<file path="config.mk">
export PLATFORM = sky130hd
export DESIGN_NAME = npcs_front
export DESIGN_NICKNAME = d
export VERILOG_FILES = /design/src/rtl/core/nearest_palette_color_search_macros.svh /design/src/rtl/core/npcs_pkg.sv /design/src/rtl/core/npcs_front.sv
export SDC_FILE = /design/constraint.sdc
export NUM_CORES = 1
export LEC_CHECK = 0
export BUFFER_PORTS_ARGS = -buffer_cell sky130_fd_sc_hd__buf_4
export CORE_MARGIN = 2
export CORE_UTILIZATION = 29
export CTS_CLUSTER_SIZE = 12
export DETAILED_ROUTE_END_ITERATION = 8
export GPL_ROUTABILITY_DRIVEN = 0
export GPL_TIMING_DRIVEN = 1
export HOLD_SLACK_MARGIN = 0.02
export PLACE_DENSITY = 0.56
export SLEW_MARGIN = 20
export SYNTH_ARGS = -nofsm -noshare
export SYNTH_HDL_FRONTEND = slang
export SYNTH_SLANG_ARGS = --single-unit
</file>
<file path="constraint.sdc">
create_clock -name clock -period 2.2 [get_ports clock]
set_input_delay 0.55 -clock clock [delete_from_list [all_inputs] [get_ports clock]]
set_output_delay 0.55 -clock clock [all_outputs]
set_load 0.01 [all_outputs]
</file>
<file path="src/rtl/core/nearest_palette_color_search_macros.svh">
// Assertion macros for the nearest palette color search block
`ifndef NEAREST_PALETTE_COLOR_SEARCH_MACROS_SVH
`define NEAREST_PALETTE_COLOR_SEARCH_MACROS_SVH

`ifndef SYNTHESIS

// expr must hold at every clock edge outside reset
`define NPCS_ASSERT_ALWAYS(label, clk, rst, expr) \
   label: assert property (@(posedge clk) disable iff (rst) (expr)) \
      else $error("assertion failed");

// cons must hold at the same edge as ante
`define NPCS_ASSERT_IMPLIES(label, clk, rst, ante, cons) \
   label: assert property (@(posedge clk) disable iff (rst) (ante) |-> (cons)) \
      else $error("assertion failed");

`else

`define NPCS_ASSERT_ALWAYS(label, clk, rst, expr)
`define NPCS_ASSERT_IMPLIES(label, clk, rst, ante, cons)

`endif

`endif

</file>
<file path="src/rtl/core/npcs_pkg.sv">
// Shared types and constants for the nearest palette color search block
package npcs_pkg;

   localparam int NPCS_PALETTE_DEPTH = 256;
   localparam int NPCS_MAX_SEARCH    = 256;
   localparam int NPCS_QUEUE_DEPTH   = 4;

   localparam int COLOR_W = 8;
   localparam int INDEX_W = 8;
   localparam int COUNT_W = 9;
   localparam int SQ_W    = 16;
   localparam int DIST_W  = 18;

   localparam logic OP_LOAD  = 1'b0;
   localparam logic OP_QUERY = 1'b1;

   // register index of entries_in_use
   localparam logic REG_ENTRIES_IN_USE = 1'b0;

   typedef struct packed {
      logic [COLOR_W-1:0] red;
      logic [COLOR_W-1:0] green;
      logic [COLOR_W-1:0] blue;
   } color_type;

   typedef struct packed {
      logic               is_query;
      logic [INDEX_W-1:0] slot;
      color_type          color;
   } cmd_type;

   typedef struct packed {
      logic    valid;
      cmd_type cmd;
   } queue_out_type;

endpackage

</file>
<file path="src/rtl/core/npcs_front.sv">
// Front end: accepts requests, drops out-of-range loads, queues commands in order
module npcs_front
   import npcs_pkg::*;
#(
   parameter int PALETTE_DEPTH = NPCS_PALETTE_DEPTH
) (
   input  logic                clock,
   input  logic                reset,
   input  logic                req_tvalid,
   output logic                req_tready,
   input  logic [31:0]         req_tdata,   // entry_index, red, green, blue
   input  logic                req_tuser,   // op
   output queue_out_type       q_out,
   input  logic                q_pop
);

   localparam int QAW = $clog2(NPCS_QUEUE_DEPTH);
   localparam logic [12:0] DEPTH_LIMIT = 13'(PALETTE_DEPTH);

   cmd_type            queue_ff [NPCS_QUEUE_DEPTH];
   logic [QAW-1:0]     wr_ptr_ff, wr_ptr_in;
   logic [QAW-1:0]     rd_ptr_ff, rd_ptr_in;
   logic [QAW:0]       count_ff, count_in;

   cmd_type            cmd;
   logic               keep;
   logic               push;
   logic               pop;

   always_comb begin
      cmd.is_query    = (req_tuser == OP_QUERY);
      cmd.slot        = req_tdata[7:0];
      cmd.color.red   = req_tdata[15:8];
      cmd.color.green = req_tdata[23:16];
      cmd.color.blue  = req_tdata[31:24];
      // a load past the end of the palette has no effect at all
      keep = cmd.is_query || ({5'd0, cmd.slot} < DEPTH_LIMIT);
   end

   assign req_tready = (count_ff != (QAW+1)'(NPCS_QUEUE_DEPTH));
   assign push       = req_tvalid && req_tready && keep;
   assign pop        = q_pop && (count_ff != '0);

   always_comb begin
      wr_ptr_in = push ? wr_ptr_ff + 1'b1 : wr_ptr_ff;
      rd_ptr_in = pop  ? rd_ptr_ff + 1'b1 : rd_ptr_ff;
      count_in  = count_ff;
      if (push && !pop) begin
         count_in = count_ff + 1'b1;
      end else if (pop && !push) begin
         count_in = count_ff - 1'b1;
      end
   end

   always_ff @(posedge clock) begin
      if (reset) begin
         wr_ptr_ff <= '0;
         rd_ptr_ff <= '0;
         count_ff  <= '0;
      end else begin
         wr_ptr_ff <= wr_ptr_in;
         rd_ptr_ff <= rd_ptr_in;
         count_ff  <= count_in;
      end
   end

   always_ff @(posedge clock) begin
      if (push) begin
         queue_ff[wr_ptr_ff] <= cmd;
      end
   end

   assign q_out.valid = (count_ff != '0);
   assign q_out.cmd   = queue_ff[rd_ptr_ff];

endmodule

</file>
# Word-level counts from Yosys, hierarchy flattened
# Memory sizes are Yosys's and may differ from the RTL's. A register that Yosys moved wholly into a read port is not among the register bits.
# Index checks and enable logic that the tools add are counted.
dict set report totals {
  input_bits 37
  ramBits 132
  n_memories 1
  word_cells 23
  reg_bits 7
  out_inout_bits 35
}
# name words width read_ports rd_ports_with_merged_regs write_ports line
set mem_list {}
lappend mem_list {queue_ff 4 33 1 1 1 npcs_front.sv:20} ;# cmd_type queue_ff [NPCS_QUEUE_DEPTH];
dict set report classes {
  n_eq_ne 1
  n_reduce_logical 8
  addsub 4
  mux 6
}
# cell n
set ops {}
lappend ops {{$mux W3} 2}
lappend ops {{$add A2 B1 Y2 const B} 2}
lappend ops {{$logic_and A1 B1 Y1} 4}
lappend ops {{$mux W2} 2}
lappend ops {{$add A3 B1 Y3 const B} 1}
lappend ops {{$ne A3 B3 Y1 const B} 1}
lappend ops {{$reduce_bool A3 Y1} 1}
lappend ops {{$sub A3 B1 Y3 const B} 1}
lappend ops {{$logic_not A1 Y1} 2}
lappend ops {{$mux W1} 2}
lappend ops {{$reduce_bool A2 Y1} 1}

# Logic depth before layout (Yosys ltp)
dict set report depth {
  word_depth 6
  mapped_depth 8
  mapped_depth_nobuf 8
}

# Worst setup path after synthesis
# OpenSTA, ideal clock, no wires.
dict set report synth_timing {
  kind {input-to-reg}
  startpoint {input port req_tvalid}
  endpoint {register count_ff[2]}
  t_arrival_ps 1957
  setup_ps 70
  t_required_ps 2130
  cell_stages 7
  path_slack_ps 173
  path_buffers 0
  path_cell_list {a21boi_4 > ha_1 > inv_1 > fa_1 > xor2_1 > or3_1 > a21oi_1}
}
dict set report synth_between {
  elab_chain_cells 4
  word_cells_on_any_way 6
  cone_classes {1 x mux; 5 x reduce/logical}
}
# element line
set synth_lines {}
lappend synth_lines {{start: declaration} npcs_front.sv:9} ;# input logic req_tvalid,
lappend synth_lines {{$logic_and A1 B1 Y1 (*)} npcs_front.sv:41} ;# assign push = req_tvalid && req_tready && keep;
lappend synth_lines {{$logic_not A1 Y1} npcs_front.sv:50} ;# end else if (pop && !push) begin
lappend synth_lines {{$logic_and A1 B1 Y1} npcs_front.sv:50}
lappend synth_lines {{$reduce_bool A2 Y1 (no source line)} --}
lappend synth_lines {{end signal: assignment} npcs_front.sv:63} ;# count_ff <= count_in;
lappend synth_lines {{end: declaration} npcs_front.sv:23} ;# logic [QAW:0] count_ff, count_in;
# Mark *: on every way between the ends. The rest lies on a longest branch, timed or not.
# A chain may end at the register's enable or synchronous reset.

==> impl_metrics.ini <==
[run_status]
outcome = finished with violations
violations = negative setup slack

[worst_setup_path]
required_ns = 1.65
path_class = reg2out
crit_path_start_kind = register
cp-end-kind = output port
slowest_delay_ns = 0.54
crit_arrival_ns = 1.67
cp_cell_sequence = buf_12 > mux4_2 > buf_6
critPathMaxFanout = 11
cp_slowest_cell = mux4_2

[synthesis]
netlist.area_leader.share_pct = 74.9
synth-seq-cells = 141
async_reset_ff_share_pct = 0
synth_top_cell_by_area = edfxtp_1
synth_common_cells = 132 x edfxtp_1, 30 x mux4_2, 9 x dfxtp_1, 7 x nor2_1, 5 x ha_1
yosysMostFrequentCell = edfxtp_1
ys_types = 25
syn_area_per_cell_um2 = 23.9
synthTopCellsByArea = edfxtp_1 75%, mux4_2 13%, dfxtp_1 3.4%, mux4_1 1.5%, ha_1 1.2%
synth_cells = 221
synth_nets = 264
synth_warnings = 0
synth_edf_count = 132
synth_ff_type = edfxtp_1
synth_area_um2 = 5290
yosysSeqAreaShare_pct = 78.4

[floorplanning]
core_area_um2 = 17900
ios = 72
start_util_pct = 29.5
row_count = 49
die_w_um = 139
dieHeight_um = 139
die_area_um2 = 19300

[clock_tree]
worstSkewPairLatency_ns = 0.42
hold_buffers = 0
htree_levels = 4
clk_pin_slew_worst_paths_ns = 0.06
cts-root-buf = clkbuf_16
cts_tree = built
cts_buffer_depth = 2
cts_sinks = 141
cts_buffers = 17

[sta]
worst_clock_skew_ns = 0.00723
worst_pin_slew_ns = 0.496
fin_tns_setup_ns = -0.0574
min_period_ns = 2.22
rsz0062_at_grt = true
slew-limit-headroom_pct = 66.5
setup_viol_count_final = 8
final-hold-violation-count = 0
slew_violations = 0
fmax_mhz = 451
worst_slack_ns = -0.0162
fin_crit_sh_pct = 101

[global_routing]
grt_usage_pct = 10.6
grt_max_degree = 34
antenna_found_initial = 0
grt.overflow.total = 0
first_global_vias = 2674
grt_pass1_wl_um = 15100

[cells_and_area]
drive_gt1_share_pct = 47.4
regArea_um2 = 4150
finalNetCount = 359
multi_input_area_um2 = 1040
diodes = 0
fillCellCount = 1646
syn2layout_area_growth_pct = 31.2
fin_area_um2 = 6940
fin_cells = 558

[routing]
viasPerCell = 4.33
wl_um = 9700
drc_errors = 0
firstDrtPassIters = 5
drtIter0Drc = 128
vias = 2415
drtAntennaViolNets = 0
wl_per_cell_um = 17.4

[power_and_ir_drop]
powerDensity_nw_per_um2 = 1220
p_leak_nw = 2.36
vdd_ir_drop_max_v = 0.000605

[worst_hold_path]
hp-class = in2reg

[placement]
port_buffers = 71
dpl.hpwl_um = 6070
placed_area_um2 = 6230
place_ws_ns = 0.0653
dp.cells = 525

[job]
cap_violations = 0
==> power by group <==
part           switching [mW]  internal (mW)  total, mW
Clock                    1.03           1.77       2.80
Combinational           0.959           1.30       2.26
Sequential              0.131           3.27       3.40
==> kinds of logic (layout without fill, tap and decap cells) <==
logic type | after synthesis | count (layout) | share of synthesized area (%)
AO/OA/AOI/OAI | 5 | 5 | 0.946
multiplexers | 36 | 36 | 14.9
flip-flops | 141 | 141 | 78.4
AND/OR/NAND/NOR | 17 | 17 | 1.63
adder cells (fa/ha/maj) | 6 | 6 | 1.56
XOR/XNOR | 4 | 4 | 0.662
buffers and inverters | 12 | 120 | 1.99
==> registers in the layout, summed over array words and instances, names as in the netlist, named ones only <==
register and count:
queue_ff 132, count_ff 3, rd_ptr_ff 2, wr_ptr_ff 2
==> cell type report <==
cell class,count,share of cell area (%)
Clock buffer,20,6.29
Timing Repair Buffer,85,12.5
Sequential cell,141,59.8
Inverter,3,0.162
Clock inverter,12,2.07
Multi-Input combinational cell,68,15.0
Tap cell,229,4.13
==> layer usage <==
metal / GRT usage, % / vias to the layer above / part of all wire, %
met3: 4.01 / 15 / 5.5
met2: 17.2 / 60 / 51
met5: 0 / - / 0
met1: 12.3 / 1236 / 42
li1: - / 1104 / -
met4: 5.58 / 0 / 2.0
==> final timing paths <==
| kind | slack [ns] | endpoint | cells past startpoint | startpoint |
|---|---|---|---|---|
| setup reg to reg | 0.20 | count_ff[2] | 7 | count_ff[1] |
| setup / recovery | -0.02 | q_out[20] | 3 | register |
| hold / removal | 0.33 | queue_ff[0][22] | 1 | req_tdata[14] |
| hold reg to reg | 0.52 | wr_ptr_ff[1] | 2 | wr_ptr_ff[1] |
==> placed cells by master, fill, tap and decap left out, types with 2 or more instances in the layout <==
cell type / Yosys / layout
and2_2: 0 / 4
buf_12: 3 / 9
buf_4: 0 / 45
buf_6: 1 / 31
bufinv_16: 0 / 3
clkbuf_1: 2 / 3
clkbuf_16: 0 / 17
clkinv_1: 0 / 2
clkinv_2: 0 / 3
clkinvlp_4: 0 / 3
dfxtp_1: 9 / 5
dfxtp_2: 0 / 3
edfxtp_1: 132 / 132
ha_1: 5 / 5
inv_1: 3 / 3
mux2i_1: 2 / 2
mux4_2: 30 / 33
nand2b_1: 2 / 2
nor2_1: 7 / 7
or3_1: 2 / 2
xor2_1: 4 / 4
==> metrics by stage <==
step / power [mW] / util, % / hold slack, ns
2_1_floorplan: 4.64 / - / 0.482
3_3_place_gp: 5.50 / 34.8 / 0.499
3_5_place_dp: 5.53 / 34.8 / 0.519
4_1_cts: 8.57 / 38.7 / 0.308
5_1_grt: 8.83 / 38.8 / 0.316
6_report: 8.46 / 38.8 / 0.333
==> worst max-delay path, delay by kind of cell (launching register included) <==
kind	cells	cell delay, ns
buf+inv	2	0.31
flops	1	0.40
mux	1	0.54
==> timing repair <==
item / in CTS / in global routing
setup buffers: 1 / 0
pin swaps: 0 / 0
endpoints found under the setup margin: 32 / 34
resized for setup: 34 / 4
(Power assumes the default switching activity.)
